### src/design/ecal_pkg.sv
package ecal_pkg;

  // Register stages from input to output register
  localparam int STAGES = 9;

  localparam int IN_W   = 32;
  localparam int DATA_W = 48;
  localparam int USER_W = 2;

  typedef struct packed {
    logic        range_error;
    logic        summer_time;
    logic [11:0] year_number;
    logic [3:0]  month_number;
    logic [4:0]  day_of_month;
    logic [2:0]  weekday;
    logic [4:0]  hour_of_day;
    logic [5:0]  minute;
    logic [5:0]  second;
  } result_t;

endpackage

### src/design/ecal_core.sv
module ecal_core (
  input  logic                         clk,
  input  logic [ecal_pkg::STAGES-1:0]  stage_en,
  input  logic [ecal_pkg::IN_W-1:0]    unix_seconds,
  output ecal_pkg::result_t            result
);
  import ecal_pkg::*;

  localparam logic [31:0] EPOCH_2000 = 32'd946684800;
  localparam logic [9:0]  DAY_UNIT   = 10'd675;          // 86400 >> 7
  localparam logic [25:0] RECIP_DAY  = 26'((64'd1 << 35) / 64'd675);
  localparam logic [11:0] RECIP_60S  = 12'((64'd1 << 17) / 64'd60);
  localparam logic [13:0] RECIP_7    = 14'((64'd1 << 16) / 64'd7);
  localparam logic [5:0]  RECIP_1461 = 6'((64'd1 << 16) / 64'd1461);
  localparam logic [5:0]  RECIP_60M  = 6'((64'd1 << 11) / 64'd60);
  // Day index of 2100-03-01; a phantom Feb 29 is inserted before it
  localparam logic [15:0] GAP_2100   = 16'd36584;

  function automatic logic [8:0] month_start(input logic [3:0] m, input logic leap);
    logic [8:0] v;
    case (m)
      4'd1:    v = 9'd0;
      4'd2:    v = 9'd31;
      4'd3:    v = 9'd59;
      4'd4:    v = 9'd90;
      4'd5:    v = 9'd120;
      4'd6:    v = 9'd151;
      4'd7:    v = 9'd181;
      4'd8:    v = 9'd212;
      4'd9:    v = 9'd243;
      4'd10:   v = 9'd273;
      4'd11:   v = 9'd304;
      4'd12:   v = 9'd334;
      default: v = 9'd0;
    endcase
    if (leap && m >= 4'd3) v = v + 9'd1;
    return v;
  endfunction

  function automatic logic [4:0] days_in(input logic [3:0] m, input logic leap);
    logic [4:0] v;
    case (m)
      4'd2:                       v = leap ? 5'd29 : 5'd28;
      4'd4, 4'd6, 4'd9, 4'd11:    v = 5'd30;
      default:                    v = 5'd31;
    endcase
    return v;
  endfunction

  // ---------------- stage 1: clamp and rebase to 2000 ----------------
  logic [31:0] p1_s_r;
  logic        p1_rerr_r;

  always_ff @(posedge clk) begin
    if (stage_en[0]) begin
      p1_rerr_r <= unix_seconds < EPOCH_2000;
      p1_s_r    <= (unix_seconds < EPOCH_2000) ? 32'd0 : unix_seconds - EPOCH_2000;
    end
  end

  // ---------------- stage 2: day estimate, s/128 * 1/675 ----------------
  logic [50:0] prod2;
  logic [15:0] p2_q0_r;
  logic [31:0] p2_s_r;
  logic        p2_rerr_r;

  assign prod2 = {26'b0, p1_s_r[31:7]} * {25'b0, RECIP_DAY};

  always_ff @(posedge clk) begin
    if (stage_en[1]) begin
      p2_q0_r   <= prod2[50:35];
      p2_s_r    <= p1_s_r;
      p2_rerr_r <= p1_rerr_r;
    end
  end

  // ---------------- stage 3: day correction, seconds of day ----------------
  logic [25:0] qm3, r3;
  logic        fix3;
  logic [9:0]  rem7_3;
  logic [15:0] p3_days_r;
  logic [16:0] p3_sod_r;
  logic        p3_rerr_r;

  always_comb begin
    qm3    = {10'b0, p2_q0_r} * {16'b0, DAY_UNIT};
    r3     = {1'b0, p2_s_r[31:7]} - qm3;
    fix3   = r3[10:0] >= {1'b0, DAY_UNIT};
    rem7_3 = fix3 ? 10'(r3[10:0] - {1'b0, DAY_UNIT}) : r3[9:0];
  end

  always_ff @(posedge clk) begin
    if (stage_en[2]) begin
      p3_days_r <= p2_q0_r + {15'b0, fix3};
      p3_sod_r  <= {rem7_3, p2_s_r[6:0]};
      p3_rerr_r <= p2_rerr_r;
    end
  end

  // ---------------- stage 4: minute, weekday and 4-year estimates ----------------
  logic [28:0] prod4m;
  logic [29:0] prod4w;
  logic [21:0] prod4q;
  logic [15:0] wd4, dadj4;
  logic [16:0] p4_sod_r;
  logic [15:0] p4_wd_r, p4_dadj_r;
  logic [11:0] p4_mq0_r;
  logic [13:0] p4_wq0_r;
  logic [5:0]  p4_qq0_r;
  logic        p4_rerr_r;

  always_comb begin
    wd4    = p3_days_r + 16'd6;
    dadj4  = p3_days_r + {15'b0, p3_days_r >= GAP_2100};
    prod4m = {12'b0, p3_sod_r} * {17'b0, RECIP_60S};
    prod4w = {14'b0, wd4} * {16'b0, RECIP_7};
    prod4q = {6'b0, dadj4} * {16'b0, RECIP_1461};
  end

  always_ff @(posedge clk) begin
    if (stage_en[3]) begin
      p4_sod_r  <= p3_sod_r;
      p4_wd_r   <= wd4;
      p4_dadj_r <= dadj4;
      p4_mq0_r  <= prod4m[28:17];
      p4_wq0_r  <= prod4w[29:16];
      p4_qq0_r  <= prod4q[21:16];
      p4_rerr_r <= p3_rerr_r;
    end
  end

  // ---------------- stage 5: corrections ----------------
  logic [17:0] mm5, mr5;
  logic [16:0] ww5, wr5, qq5, dr5;
  logic        fixm5, fixw5, fixq5;
  logic [10:0] p5_mt_r, p5_dq_r;
  logic [5:0]  p5_sec_r;
  logic [2:0]  p5_wday_r;
  logic [4:0]  p5_quad_r;
  logic        p5_rerr_r;
  logic [5:0]  quad5;

  always_comb begin
    mm5   = {6'b0, p4_mq0_r} * 18'd60;
    mr5   = {1'b0, p4_sod_r} - mm5;
    fixm5 = mr5[6:0] >= 7'd60;
    ww5   = {3'b0, p4_wq0_r} * 17'd7;
    wr5   = {1'b0, p4_wd_r} - ww5;
    fixw5 = wr5[3:0] >= 4'd7;
    qq5   = {11'b0, p4_qq0_r} * 17'd1461;
    dr5   = {1'b0, p4_dadj_r} - qq5;
    fixq5 = dr5[11:0] >= 12'd1461;
    quad5 = p4_qq0_r + {5'b0, fixq5};
  end

  always_ff @(posedge clk) begin
    if (stage_en[4]) begin
      p5_mt_r   <= p4_mq0_r[10:0] + {10'b0, fixm5};
      p5_sec_r  <= fixm5 ? 6'(mr5[6:0] - 7'd60) : mr5[5:0];
      p5_wday_r <= fixw5 ? 3'(wr5[3:0] - 4'd7) : wr5[2:0];
      p5_quad_r <= quad5[4:0];
      p5_dq_r   <= fixq5 ? 11'(dr5[11:0] - 12'd1461) : dr5[10:0];
      p5_rerr_r <= p4_rerr_r;
    end
  end

  // ---------------- stage 6: hour estimate, year and day of year ----------------
  logic [15:0] prod6;
  logic [1:0]  yoff6;
  logic [10:0] doy6;
  logic [10:0] p6_mt_r;
  logic [4:0]  p6_hq0_r;
  logic [5:0]  p6_sec_r;
  logic [2:0]  p6_wday_r;
  logic [8:0]  p6_doy_r;
  logic        p6_leap_r;
  logic [11:0] p6_year_r;
  logic        p6_rerr_r;

  always_comb begin
    prod6 = {5'b0, p5_mt_r} * {10'b0, RECIP_60M};
    if (p5_dq_r < 11'd366) begin
      yoff6 = 2'd0;
      doy6  = p5_dq_r;
    end else if (p5_dq_r < 11'd731) begin
      yoff6 = 2'd1;
      doy6  = p5_dq_r - 11'd366;
    end else if (p5_dq_r < 11'd1096) begin
      yoff6 = 2'd2;
      doy6  = p5_dq_r - 11'd731;
    end else begin
      yoff6 = 2'd3;
      doy6  = p5_dq_r - 11'd1096;
    end
  end

  always_ff @(posedge clk) begin
    if (stage_en[5]) begin
      p6_mt_r   <= p5_mt_r;
      p6_hq0_r  <= prod6[15:11];
      p6_sec_r  <= p5_sec_r;
      p6_wday_r <= p5_wday_r;
      p6_doy_r  <= doy6[8:0];
      p6_leap_r <= yoff6 == 2'd0;
      p6_year_r <= 12'd2000 + {5'b0, p5_quad_r, 2'b0} + {10'b0, yoff6};
      p6_rerr_r <= p5_rerr_r;
    end
  end

  // ---------------- stage 7: hour/minute, month ----------------
  logic [10:0] hm7, hr7;
  logic        fixh7;
  logic [3:0]  mon7;
  logic [5:0]  p7_sec_r, p7_min_r;
  logic [4:0]  p7_hour_r;
  logic [2:0]  p7_wday_r;
  logic [8:0]  p7_doy_r;
  logic        p7_leap_r;
  logic [3:0]  p7_mon_r;
  logic [11:0] p7_year_r;
  logic        p7_rerr_r;

  always_comb begin
    hm7   = {6'b0, p6_hq0_r} * 11'd60;
    hr7   = p6_mt_r - hm7;
    fixh7 = hr7[6:0] >= 7'd60;
    mon7  = 4'd1;
    for (int m = 2; m <= 12; m++) begin
      if (p6_doy_r >= month_start(4'(m), p6_leap_r)) mon7 = 4'(m);
    end
  end

  always_ff @(posedge clk) begin
    if (stage_en[6]) begin
      p7_sec_r  <= p6_sec_r;
      p7_min_r  <= fixh7 ? 6'(hr7[6:0] - 7'd60) : hr7[5:0];
      p7_hour_r <= p6_hq0_r + {4'b0, fixh7};
      p7_wday_r <= p6_wday_r;
      p7_doy_r  <= p6_doy_r;
      p7_leap_r <= p6_leap_r;
      p7_mon_r  <= mon7;
      p7_year_r <= p6_year_r;
      p7_rerr_r <= p6_rerr_r;
    end
  end

  // ---------------- stage 8: day of month ----------------
  logic [8:0]  mday8;
  logic [5:0]  p8_sec_r, p8_min_r;
  logic [4:0]  p8_hour_r, p8_mday_r;
  logic [2:0]  p8_wday_r;
  logic [3:0]  p8_mon_r;
  logic [11:0] p8_year_r;
  logic        p8_rerr_r;

  assign mday8 = p7_doy_r - month_start(p7_mon_r, p7_leap_r) + 9'd1;

  always_ff @(posedge clk) begin
    if (stage_en[7]) begin
      p8_sec_r  <= p7_sec_r;
      p8_min_r  <= p7_min_r;
      p8_hour_r <= p7_hour_r;
      p8_wday_r <= p7_wday_r;
      p8_mday_r <= mday8[4:0];
      p8_mon_r  <= p7_mon_r;
      p8_year_r <= p7_year_r;
      p8_rerr_r <= p7_rerr_r;
    end
  end

  // ---------------- stage 9: summer time and rollover ----------------
  logic    past9, summer9, leap9;
  result_t res_nxt, res_r;

  always_comb begin
    leap9   = (p8_year_r[1:0] == 2'b00) && (p8_year_r != 12'd2100);
    // past the last Sunday of the month (at 02:00 on that Sunday)
    past9   = ({1'b0, p8_mday_r} >= ({3'b0, p8_wday_r} + 6'd25)) &&
              (p8_wday_r != 3'd0 || p8_hour_r >= 5'd2);
    if (p8_mon_r < 4'd3 || p8_mon_r > 4'd10) summer9 = 1'b0;
    else if (past9)                          summer9 = p8_mon_r != 4'd10;
    else                                     summer9 = p8_mon_r != 4'd3;

    res_nxt.second       = p8_sec_r;
    res_nxt.minute       = p8_min_r;
    res_nxt.hour_of_day  = p8_hour_r;
    res_nxt.weekday      = p8_wday_r;
    res_nxt.day_of_month = p8_mday_r;
    res_nxt.month_number = p8_mon_r;
    res_nxt.year_number  = p8_year_r;
    res_nxt.summer_time  = summer9;
    res_nxt.range_error  = p8_rerr_r;
    if (summer9) begin
      if (p8_hour_r == 5'd23) begin
        res_nxt.hour_of_day = 5'd0;
        res_nxt.weekday     = (p8_wday_r == 3'd6) ? 3'd0 : p8_wday_r + 3'd1;
        if (p8_mday_r >= days_in(p8_mon_r, leap9)) begin
          res_nxt.day_of_month = 5'd1;
          res_nxt.month_number = (p8_mon_r == 4'd12) ? 4'd1 : p8_mon_r + 4'd1;
        end else begin
          res_nxt.day_of_month = p8_mday_r + 5'd1;
        end
      end else begin
        res_nxt.hour_of_day = p8_hour_r + 5'd1;
      end
    end
  end

  always_ff @(posedge clk) begin
    if (stage_en[8]) begin
      res_r <= res_nxt;
    end
  end

  assign result = res_r;

endmodule

### src/design/epoch_seconds_to_local_calendar.sv
// Channel  Ports                  Payload
// -------  ---------------------  ------------------------------------------------
// input    in_tvalid/in_tready    in_tdata[31:0] = unix_seconds
// result   out_tvalid/out_tready  out_tdata = second..year_number, out_tuser = flags
//
// Nine register stages; a new item can enter every cycle when the output is not
// stalled. Throughput is set by the stage valid chain. Each stage loads when it
// is empty or the one after it moves, so bubbles are squeezed out and a stall
// holds every item in place. in_tready follows out_tready combinationally
// through that chain. rst_n clears the valid bits only.
module epoch_seconds_to_local_calendar (
  input  logic                         clk,
  input  logic                         rst_n,
  input  logic                         in_tvalid,
  output logic                         in_tready,
  input  logic [ecal_pkg::IN_W-1:0]    in_tdata,   // [31:0] unix_seconds
  output logic                         out_tvalid,
  input  logic                         out_tready,
  output logic [ecal_pkg::DATA_W-1:0]  out_tdata,  // second, minute, hour_of_day, weekday,
                                                   // day_of_month, month_number,
                                                   // year_number, zero pad
  output logic [ecal_pkg::USER_W-1:0]  out_tuser   // summer_time, range_error
);
  import ecal_pkg::*;

  logic [STAGES-1:0] valid_r;
  logic [STAGES-1:0] stage_en;
  result_t           res;

  always_comb begin
    stage_en[STAGES-1] = !valid_r[STAGES-1] || out_tready;
    for (int i = STAGES - 2; i >= 0; i--) begin
      stage_en[i] = !valid_r[i] || stage_en[i+1];
    end
  end

  always_ff @(posedge clk) begin
    if (!rst_n) begin
      valid_r <= '0;
    end else begin
      if (stage_en[0]) valid_r[0] <= in_tvalid;
      for (int i = 1; i < STAGES; i++) begin
        if (stage_en[i]) valid_r[i] <= valid_r[i-1];
      end
    end
  end

  ecal_core u_core (
    .clk          (clk),
    .stage_en     (stage_en),
    .unix_seconds (in_tdata),
    .result       (res)
  );

  assign in_tready  = stage_en[0];
  assign out_tvalid = valid_r[STAGES-1];
  assign out_tdata  = {7'b0, res.year_number, res.month_number, res.day_of_month,
                       res.weekday, res.hour_of_day, res.minute, res.second};
  assign out_tuser  = {res.range_error, res.summer_time};

endmodule
### config.mk
export PLATFORM = sky130hd
export DESIGN_NAME = epoch_seconds_to_local_calendar
export DESIGN_NICKNAME = d
export VERILOG_FILES = /design/src/design/ecal_pkg.sv /design/src/design/ecal_core.sv /design/src/design/epoch_seconds_to_local_calendar.sv
export SDC_FILE = /design/constraint.sdc
export NUM_CORES = 1
export LEC_CHECK = 0
export BUFFER_PORTS_ARGS = -buffer_cell sky130_fd_sc_hd__buf_2
export CORE_AREA = 2 2 258 260
export DETAILED_ROUTE_END_ITERATION = 12
export DIE_AREA = 0 0 260 262
export HOLD_SLACK_MARGIN = 0.08
export PLACE_DENSITY_LB_ADDON = 0.25
export SKIP_LAST_GASP = 1
export SLEW_MARGIN = 25
export SYNTH_ARGS = -nofsm -noshare
export SYNTH_HDL_FRONTEND = slang
export SYNTH_HIERARCHICAL = 1
export SYNTH_SLANG_ARGS = --single-unit
### constraint.sdc
create_clock -name clk -period 11.7 [get_ports clk]
set_clock_uncertainty 0.05 [all_clocks]
set_input_delay 1.17 -clock clk [delete_from_list [all_inputs] [get_ports clk]]
set_output_delay 1.17 -clock clk [all_outputs]
set_load 0.01 [all_outputs]
==> summary.md, run 1 <==
| Metric | Value |
|---|---|
| Final RePlAce weighted congestion | 0.9063 |
| Fmax | 0.1470 GHz |
| Synth warn | 6 |
| Top post-synthesis cells by area | edfxtp_1, ha_1, fa_1 |
| Yosys cell types | 88 |
| Hold endpoint | u_core/p2_s_r[5]$_DFFE_PP_ |
| Mean Syn Cell Area | 11.37 um^2 |
| CTS Sinks | 357 |
| Final hold vios | 0 |
| DRT iter0 DRCs | 937 |
| Synth Instances | 2786 |
| R2R depth | 21 |
| Cell breakdown of the critical path | fa_1, ha_1, inv_1, fa_1, inv_1, fa_1, fa_1, fa_1, inv_1, fa_1, inv_1, ha_1, a21oi_1, o21ai_0, a221oi_1, o22ai_1, o211ai_1, a21oi_1, a2111o_1, a21oi_1, xnor2_1 |
| Period utilization | 0.5813 |
| CP max stage delay | 0.67 ns |
| Critical Path Start | u_core/p1_s_r[22]$_SDFFCE_PP0P_ |
| Clock-pin slew on the worst setup and hold paths | 0.06 ns |
| IO buf count | 80 |
| Vias per std cell | 5.155 |
| Sequential fraction of the synthesis area | 0.3357 |
| Async set-reset flop share out of synthesis | 0 |
| GRT Total Usage | 0.1820 |
| Critical hold path startpoint | u_core/p1_s_r[5]$_SDFFCE_PP0P_ |
| Worst path arrival time | 7.08 ns |
| Layout area overhead | 9.100% |
| Initial Util | 0.4851 |
| Worst Tran Pin Value | 0.8837 ns |
| Relative slew slack | 0.4100 |
| Ports | 88 |
| Top-count cell post-synth | ha_1 |
| Chip height | 262 um |
| CTS tree | built |
| Total Wirelength | 60.31 mm |
| Post-route minimum period | 6.801 ns |
| Root Buffer | clkbuf_16 |
| Main synth FF type | edfxtp_1 |
| Max-cap viol count | 0 |
| Rows | 94 |
| Clk buf depth | 3 |
| Layout cells sized above 1 | 0.06803 |
| CP required | 11.98 ns |
| Die width | 260 um |
| RSZ-0062 raised after global routing | no |
| Post-synth EDFFs | 348 |
| Hold slack | 0.3396 ns |
| Final slew viol count | 0 |
| Largest net degree at the start of global routing | 46 |
| Global route overflow | 0 |
| H-Tree Depth | 2 |
| Nets | 3766 |
| DR pass1 iterations | 5 |
| Crit-path slowest cell | edfxtp_1 |
| Largest area contributor in the netlist | edfxtp_1 |
| Antenna viol nets, final | 0 |
| Total CTS buffers | 42 |
| Hold path depth | 0 |
| CTS resizes | 0 |
| Crit path buf inv count | 4 |
| Commonest cells in the synthesized netlist | ha_1, inv_1, edfxtp_1 |
| Routed WL per cell | 15.92 um |
| Final Core Density | 0.5292 |
| Worst hold path type | reg -> reg |
| Post-DP Area | 33070 um^2 |
| Die area | 68120 um^2 |
| Worst skew pair latency | 0.58 ns |
| Outcome | completed |
| CP most frequent cell | fa_1 |
| CP Class | reg -> reg |
| Syn Std Cell Area | 31660 um^2 |
| Global-route wire length before repair | 99.66 mm |
| CTS Hold Bufs | 0 |
| Setup Fix Bufs, Post-CTS | 0 |
| Flop-to-flop setup slack | 4.90 ns |
| CP top delay family | adder cells |
| # setup viols final | 0 |
| Setup_tns | 0 ns |
| Vias in the first global route | 20360 |
| DRC | 0 |
| Initial antenna violation count | 3 |
| Max FO, Critical Path | 10 |
| Worst setup EP type | flip-flop |
| Seq cells post-synth | 357 |
| Reg-to-Reg End | u_core/p2_q0_r[15]$_DFFE_PP_ |
| Via total after detailed routing | 19530 |
| CORE AREA | 65280 um^2 |
| DP Wirelength | 49.74 mm |
| Yosys top cell area share | 0.3300 |
| Startpoint Class | flip-flop |
| # diodes | 0 |
| Start of the worst register-to-register path | u_core/p1_s_r[22]$_SDFFCE_PP0P_ |
| Finished Cell Area | 34550 um^2 |
[placed cells by master, fill, tap and decap left out, types with 78 or more instances in the layout]
cell type	synthesis	layout
edfxtp_1	348	348
nor2_1	116	116
o21ai_0	78	78
a21oi_1	87	87
nand2_1	101	101
ha_1	596	596
fa_1	243	243
buf_2	5	80
inv_1	549	549
xnor2_1	156	156
[how the worst max path moves through the flow]
stage,end,slack [ns],cells after the start
floorplan,u_core/p2_q0_r[15]$_DFFE_PP_,5.49,21
global placement,u_core/p2_q0_r[15]$_DFFE_PP_,4.87,21
detailed placement,u_core/p2_q0_r[15]$_DFFE_PP_,4.83,21
CTS,u_core/p2_q0_r[15]$_DFFE_PP_,4.87,21
global route,u_core/p2_q0_r[15]$_DFFE_PP_,4.55,21
finish,u_core/p2_q0_r[15]$_DFFE_PP_,4.90,21
[per-stage QoR]
| step | std cells | setup WS (ns) |
|---|---|---|
| floorplan | 2792 | 5.486 |
| global placement | 3711 | 4.869 |
| detailed placement | 3711 | 4.832 |
| CTS | 3789 | 4.872 |
| global route | 3789 | 4.552 |
| finish | 3789 | 4.899 |
[state kept, by name (all words and copies together) (netlist names), 11 cells and up]
signal and count:
u_core/result 41, u_core/p1_s_r 32, u_core/p2_s_r 18, u_core/p3_sod_r 17
u_core/p2_q0_r 16, u_core/p3_days_r 16, u_core/p4_dadj_r 12, u_core/p4_mq0_r 11
u_core/p5_dq_r 11, u_core/p5_mt_r 11
[final cells by class]
cell class	count	area (um^2)
Fill cell	5620	30730
Timing Repair Buffer	86	445.4
Clock buffer	52	1109
Inverter	554	2082
Multi-Input combinational cell	1850	18840
Tap cell	864	1081
Clock inverter	26	357.8
Sequential cell	357	10630
[cells by family (layout without fill, tap and decap cells)]
group	count (synthesis)	in the layout	synth area share
simple gates	427	427	0.06670
fa+ha+maj	839	839	0.3891
compound gates	348	348	0.07306
mux	9	9	0.003477
xor+xnor	220	220	0.06109
other cells	1	7	0.0001184
flops	357	357	0.3357
buf+inv	585	718	0.07069
[layer usage]
layer	track usage	routed length, um	vias to the layer above
met5	0	0	-
met4	0.05651	1601	0
met3	0.02141	2182	82
met2	0.3415	31490	344
met1	0.2170	25030	9452
li1	-	-	9653
Power of run 1 is left out: the tool's default activity adds up to more than one toggle a clock period on the data nets, which glitch-free logic cannot reach.
==> inputs of run 2 (changes only) <==
- ABC_AREA: unset -> 1
- CORE_AREA: 2 2 258 260 -> 2 2 270 272
- DIE_AREA: 0 0 260 262 -> 0 0 272 274
- clock period: 11.7 -> 6.7 ns (I/O delays scaled with it)
==> summary.md, run 2 <==
| Metric | Value |
|---|---|
| Top-count cell post-synth | inv_1 |
| Via total after detailed routing | 23850 (+22%) |
| Register area | 10630 um^2 (unchanged) |
| Layout area overhead | 8.748% |
| Mean Syn Cell Area | 9.393 um^2 (-17%) |
| Clk buf depth | 3 (unchanged) |
| Fmax | 0.1663 GHz (+13%) |
| # diodes | 0 (unchanged) |
| Yosys cell types | 58 (-34%) |
| Clock-pin slew on the worst setup and hold paths | 0.07 ns (about the same) |
| Fill cells | 6621 (+18%) |
| Root Buffer | clkbuf_16 |
| CTS resizes | 0 (unchanged) |
| Post-synth EDFFs | 348 (unchanged) |
| Final RePlAce weighted congestion | 0.8953 (-1.2%) |
| Setup_tns | 0 ns (unchanged) |
| Crit-path slowest cell | edfxtp_1 |
| Vias per std cell | 4.957 (-3.8%) |
| Final WS setup | 0.6870 ns (-4.212 ns) |
| Worst setup EP type | flip-flop |
| Placed cell count | 4732 (+28%) |
| Syn Std Cell Area | 34700 um^2 (+9.6%) |
| CTS tree | built |
| Startpoint Class | flip-flop |
| CP required | 6.99 ns (-4.99 ns) |
| IO buf count | 80 (unchanged) |
| Global-route wire length before repair | 119.4 mm (+20%) |
| Initial Util | 0.4822 (-0.002933) |
| Setup Fix Bufs, Post-CTS | 0 (unchanged) |
| Synth Instances | 3694 (+33%) |
| RSZ-0062 raised after global routing | no |
| Post-route minimum period | 6.013 ns (-0.7877 ns) |
| DRC | 0 (unchanged) |
| CP Class | reg -> reg |
| Chip height | 274 um (+4.6%) |
| Layout cells sized above 1 | 0.05762 (-0.01042) |
| Antenna viol nets, final | 0 (unchanged) |
| Yosys top cell area share | 0.3012 (-0.02887) |
| Routed WL per cell | 14.64 um (-8.0%) |
| Ports | 88 (unchanged) |
| Largest net degree at the start of global routing | 48 (+4.3%) |
| Worst Tran Pin Value | 0.9148 ns (+0.03111 ns) |
| Multi-input logic area | 20850 um^2 (+11%) |
| Worst skew pair latency | 0.59 ns (about the same) |
| CORE AREA | 71970 um^2 (+10%) |
| Non-Filler Instances | 4812 (+27%) |
| Async set-reset flop share out of synthesis | 0 (unchanged) |
| Commonest non-fill, non-tap cell in the layout | inv_1 |
| Worst path arrival time | 6.30 ns (-0.78 ns) |
| Commonest cells after routing, fill and taps aside | inv_1, nand2_1, ha_1 |
| Initial antenna violation count | 1 (-2) |
| Die area | 74530 um^2 (+9.4%) |
| Rows | 99 (+5.3%) |
| Final slew viol count | 0 (unchanged) |
| Final hold vios | 0 (unchanged) |
| Total CTS buffers | 43 (+2.4%) |
| Seq cells post-synth | 357 (unchanged) |
| Synth warn | 6 (unchanged) |
| Largest area contributor in the netlist | edfxtp_1 |
| Max reg flops | 41 (unchanged) |
| Relative slew slack | 0.3879 (-0.02204) |
| DRT iter0 DRCs | 1185 (+26%) |
| Worst hold path type | in -> reg |
| Total Wirelength | 70.45 mm (+17%) |
| Max-cap viol count | 0 (unchanged) |
| CP max stage delay | 0.67 ns (about the same) |
| Main synth FF type | edfxtp_1 |
| Commonest cells in the synthesized netlist | inv_1, nand2_1, ha_1 |
| Top post-synthesis cells by area | edfxtp_1, ha_1, fa_1 |
| CTS Sinks | 357 (unchanged) |
| # setup viols final | 0 (unchanged) |
| Nets | 4693 (+25%) |
| Outcome | completed |
| Cell breakdown of the critical path | fa_1, ha_1, inv_1, fa_1, inv_1, fa_1, fa_1, fa_1, inv_1, fa_1, inv_1, ha_1, nand2_1, nand2_1, a31oi_1, o21bai_1, a31oi_1, nand3_1, xor2_1 |
| Die width | 272 um (+4.6%) |
| CTS Hold Bufs | 0 (unchanged) |
| GRT Total Usage | 0.1959 (+0.01385) |
| DP Wirelength | 58.84 mm (+18%) |
| Global route overflow | 0 (unchanged) |
| DR pass1 iterations | 6 (+1) |
| Place WS | 0.7387 ns (-4.093 ns) |
| H-Tree Depth | 2 (unchanged) |
| Sequential fraction of the synthesis area | 0.3063 (-0.02937) |
| Period utilization | 0.8975 (+0.3162) |
| Vias in the first global route | 24630 (+21%) |
| Max FO, Critical Path | 10 (unchanged) |
| CP most frequent cell | fa_1 |
[run 2: final timing paths]
path	depth (start not counted)	startpoint	to	slack [ns]
worst max-delay path	19	u_core/p1_s_r[22]$_SDFFCE_PP0P_	u_core/p2_q0_r[8]$_DFFE_PP_	0.69
worst min-delay path	2	rst_n	valid_r[2]$_SDFFE_PN0P_	0.29
worst max register to register	19	u_core/p1_s_r[22]$_SDFFCE_PP0P_	u_core/p2_q0_r[8]$_DFFE_PP_	0.69
worst min register to register	0	u_core/p4_rerr_r$_DFFE_PP_	u_core/p5_rerr_r$_DFFE_PP_	0.36
[run 2: critical path: cells and delay by family (launching register included)]
kind / cells / cell delay (ns)
buffers and inverters: 4 / 0.20
flip-flops: 1 / 0.67
adder cells (fa/ha/maj): 8 / 3.64
AND/OR/NAND/NOR: 3 / 0.30
AO/OA/AOI/OAI: 3 / 0.69
XOR/XNOR: 1 / 0.18
[run 2: cell type report]
cell class,instances,share of cell area
Tap cell,959,0.03180
Multi-Input combinational cell,2501,0.5526
Timing Repair Buffer,98,0.01419
Inverter,817,0.08127
Sequential cell,357,0.2817
Clock buffer,46,0.02881
Clock inverter,34,0.009616
[run 2: cell families (layout without fill, tap and decap cells)]
group                    count (synthesis)  after routing  share of synthesized area
AO/OA/AOI/OAI                          362            362                    0.05863
XOR/XNOR                               197            197                    0.05059
adder cells (fa/ha/maj)                839            839                     0.3551
buffers and inverters                  842            995                    0.09343
flip-flops                             357            357                     0.3063
multiplexers                             5              5                   0.001586
other                                    1              7                  0.0001081
AND/OR/NAND/NOR                       1091           1091                     0.1342
[run 2: through the flow]
step / util / hold WS [ns] / instance area, um^2
after floorplan: - / 0.3503 / 34720
after global placement: 0.5042 / 0.3502 / 36280
after CTS: 0.5243 / 0.2520 / 37730
after global routing: 0.5243 / 0.2796 / 37730
final: 0.5243 / 0.2890 / 37730
after detailed placement: 0.5042 / 0.3545 / 36280
[run 2: per-layer routing]
metal | share of wire | vias to the layer above | track usage
li1 | - | 12210 | -
met1 | 0.44 | 11190 | 0.2400
met2 | 0.51 | 350 | 0.3644
met3 | 0.027 | 107 | 0.01892
met4 | 0.025 | 0 | 0.05668
met5 | 0 | - | 0
Power of run 2 is left out for the same reason.
==> inputs of run 3 (changes only) <==
- clock period: 6.7 -> 6.4 ns (I/O delays scaled with it)
==> summary.md, run 3 (synthesis results as in run 2) <==
| Metric | Value |
|---|---|
| CORE AREA | 71970 um^2 (unchanged) |
| Nets | 4698 (+0.11%) |
| Total CTS buffers | 43 (unchanged) |
| Global route overflow | 0 (unchanged) |
| Fill cells | 6639 (+0.27%) |
| Max FO, Critical Path | 10 (unchanged) |
| Final hold vios | 0 (unchanged) |
| # diodes | 0 (unchanged) |
| Vias in the first global route | 24400 (-0.92%) |
| Final WS setup | 0.3877 ns (-0.2993 ns) |
| Initial antenna violation count | 0 (-1) |
| Root Buffer | clkbuf_16 |
| Worst setup EP type | flip-flop |
| DP Wirelength | 58.63 mm (-0.35%) |
| CP most frequent cell | fa_1 |
| CP Class | reg -> reg |
| Total Wirelength | 70.25 mm (-0.28%) |
| Layout cells sized above 1 | 0.05936 (+0.001740) |
| RSZ-0062 raised after global routing | no |
| Worst skew pair latency | 0.59 ns (about the same) |
| Fmax | 0.1663 GHz (about the same) |
| Vias per std cell | 4.959 (about the same) |
| Crit-path slowest cell | edfxtp_1 |
| DR pass1 iterations | 5 (-1) |
| Hold endpoint | valid_r[2]$_SDFFE_PN0P_ |
| Flop-to-flop setup slack | 0.39 ns (-0.30 ns) |
| Worst Tran Pin Value | 0.9386 ns (+0.02379 ns) |
| Die area | 74530 um^2 (unchanged) |
| Place WS | 0.4175 ns (-0.3213 ns) |
| Critical hold path startpoint | rst_n |
| Layout area overhead | 8.870% |
| Final RePlAce weighted congestion | 0.9327 (+4.2%) |
| Chip height | 274 um (unchanged) |
| Non-Filler Instances | 4817 (+0.10%) |
| Setup_tns | 0 ns (unchanged) |
| Commonest cells after routing, fill and taps aside | inv_1, nand2_1, ha_1 |
| Rows | 99 (unchanged) |
| Outcome | completed |
| Cell breakdown of the critical path | fa_1, ha_1, inv_1, fa_1, inv_1, fa_1, fa_1, fa_1, inv_1, fa_1, inv_1, ha_1, a21oi_1, o21bai_1, nand2_1, nand2_1, a21oi_1, nand2_1, a21oi_1, nand2_1, xor2_1 |
| IO buf count | 80 (unchanged) |
| Placed cell count | 4736 (+0.085%) |
| Routed WL per cell | 14.58 um (-0.38%) |
| Clk buf depth | 3 (unchanged) |
| Setup Fix Bufs, Post-CTS | 0 (unchanged) |
| Max reg flops | 41 (unchanged) |
| Largest net degree at the start of global routing | 48 (unchanged) |
| R2R depth | 21 (+2) |
| Antenna viol nets, final | 0 (unchanged) |
| CTS Hold Bufs | 0 (unchanged) |
| DRT iter0 DRCs | 1107 (-6.6%) |
| Max-cap viol count | 0 (unchanged) |
| Period utilization | 0.9394 (+0.04196) |
| Commonest non-fill, non-tap cell in the layout | inv_1 |
| CP required | 6.69 ns (-0.30 ns) |
| Hold path depth | 2 (unchanged) |
| Final Core Density | 0.5249 (+0.0005910) |
| DRC | 0 (unchanged) |
| Post-route minimum period | 6.012 ns (-0.0006930 ns) |
| Startpoint Class | flip-flop |
| Final slew viol count | 0 (unchanged) |
| Clock-pin slew on the worst setup and hold paths | 0.06 ns (about the same) |
| H-Tree Depth | 2 (unchanged) |
| Ports | 88 (unchanged) |
| Global-route wire length before repair | 118.4 mm (-0.90%) |
| CTS resizes | 0 (unchanged) |
| Start of the worst register-to-register path | u_core/p1_s_r[20]$_SDFFCE_PP0P_ |
| Worst path arrival time | 6.30 ns (about the same) |
| Initial Util | 0.4822 (unchanged) |
| Worst hold path type | in -> reg |
| CTS Sinks | 357 (unchanged) |
| CTS tree | built |
| # setup viols final | 0 (unchanged) |
| Via total after detailed routing | 23890 (+0.14%) |
| GRT Total Usage | 0.1953 (-0.0005332) |
| CP max stage delay | 0.69 ns (+0.02 ns) |
| Relative slew slack | 0.3720 (-0.01592) |
| Die width | 272 um (unchanged) |
| Reg-to-Reg End | u_core/p2_q0_r[14]$_DFFE_PP_ |
==> run 3: cell count changes in the layout (fill, tap and decap cells not counted), sizes merged <==
| cell | delta |
|---|---|
| clkinv | -11 |
| clkbuf | +10 |
| buf | +5 |
| inv | +3 |
| bufinv | -1 |
| clkinvlp | -1 |
==> run 3: through the flow <==
stage | hold slack, ns | cell area (um^2)
final | 0.2493 | 37780
after global routing | 0.2562 | 37780
after CTS | 0.2173 | 37760
after detailed placement | 0.3545 | 36310
after global placement | 0.3506 | 36310
after floorplan | 0.3503 | 34720
==> run 3: area by class of cell <==
class | count | area [um^2] | area share
clock inverters | 24 | 302.8 | 0.008015
repair buffers | 103 | 573.1 | 0.01517
well taps | 959 | 1200 | 0.03176
inverters | 817 | 3067 | 0.08118
clock buffers | 56 | 1145 | 0.03031
flip-flops and latches | 357 | 10630 | 0.2814
multi-input cells | 2501 | 20860 | 0.5522
==> run 3: how the worst max path moves through the flow <==
stage,startpoint,end
6_report,u_core/p1_s_r[20]$_SDFFCE_PP0P_,u_core/p2_q0_r[14]$_DFFE_PP_
5_1_grt,u_core/p2_q0_r[2]$_DFFE_PP_,u_core/p3_days_r[14]$_DFFE_PP_
4_1_cts,u_core/p2_q0_r[0]$_DFFE_PP_,u_core/p3_days_r[14]$_DFFE_PP_
3_5_place_dp,u_core/p1_s_r[17]$_SDFFCE_PP0P_,u_core/p2_q0_r[10]$_DFFE_PP_
3_3_place_gp,u_core/p2_q0_r[0]$_DFFE_PP_,u_core/p3_days_r[14]$_DFFE_PP_
2_1_floorplan,u_core/p1_s_r[17]$_SDFFCE_PP0P_,u_core/p2_q0_r[10]$_DFFE_PP_
==> run 3: layer usage <==
| metal | wire (um) | up-vias | track usage | part of all wire |
|---|---|---|---|---|
| li1 | - | 12220 | - | - |
| met1 | 30920 | 11190 | 0.2384 | 0.44 |
| met2 | 34980 | 357 | 0.3605 | 0.50 |
| met3 | 2310 | 115 | 0.02049 | 0.033 |
| met4 | 2040 | 0 | 0.06232 | 0.029 |
| met5 | 0 | - | 0 | 0 |
==> run 3: critical path, delay by kind of cell, from the launching register on <==
kind / cells / cell delay, ns
compound gates: 4 / 0.64
xor+xnor: 1 / 0.13
buf+inv: 4 / 0.23
fa+ha+maj: 8 / 3.75
simple gates: 4 / 0.27
flops: 1 / 0.69
Power of run 3 is left out for the same reason.
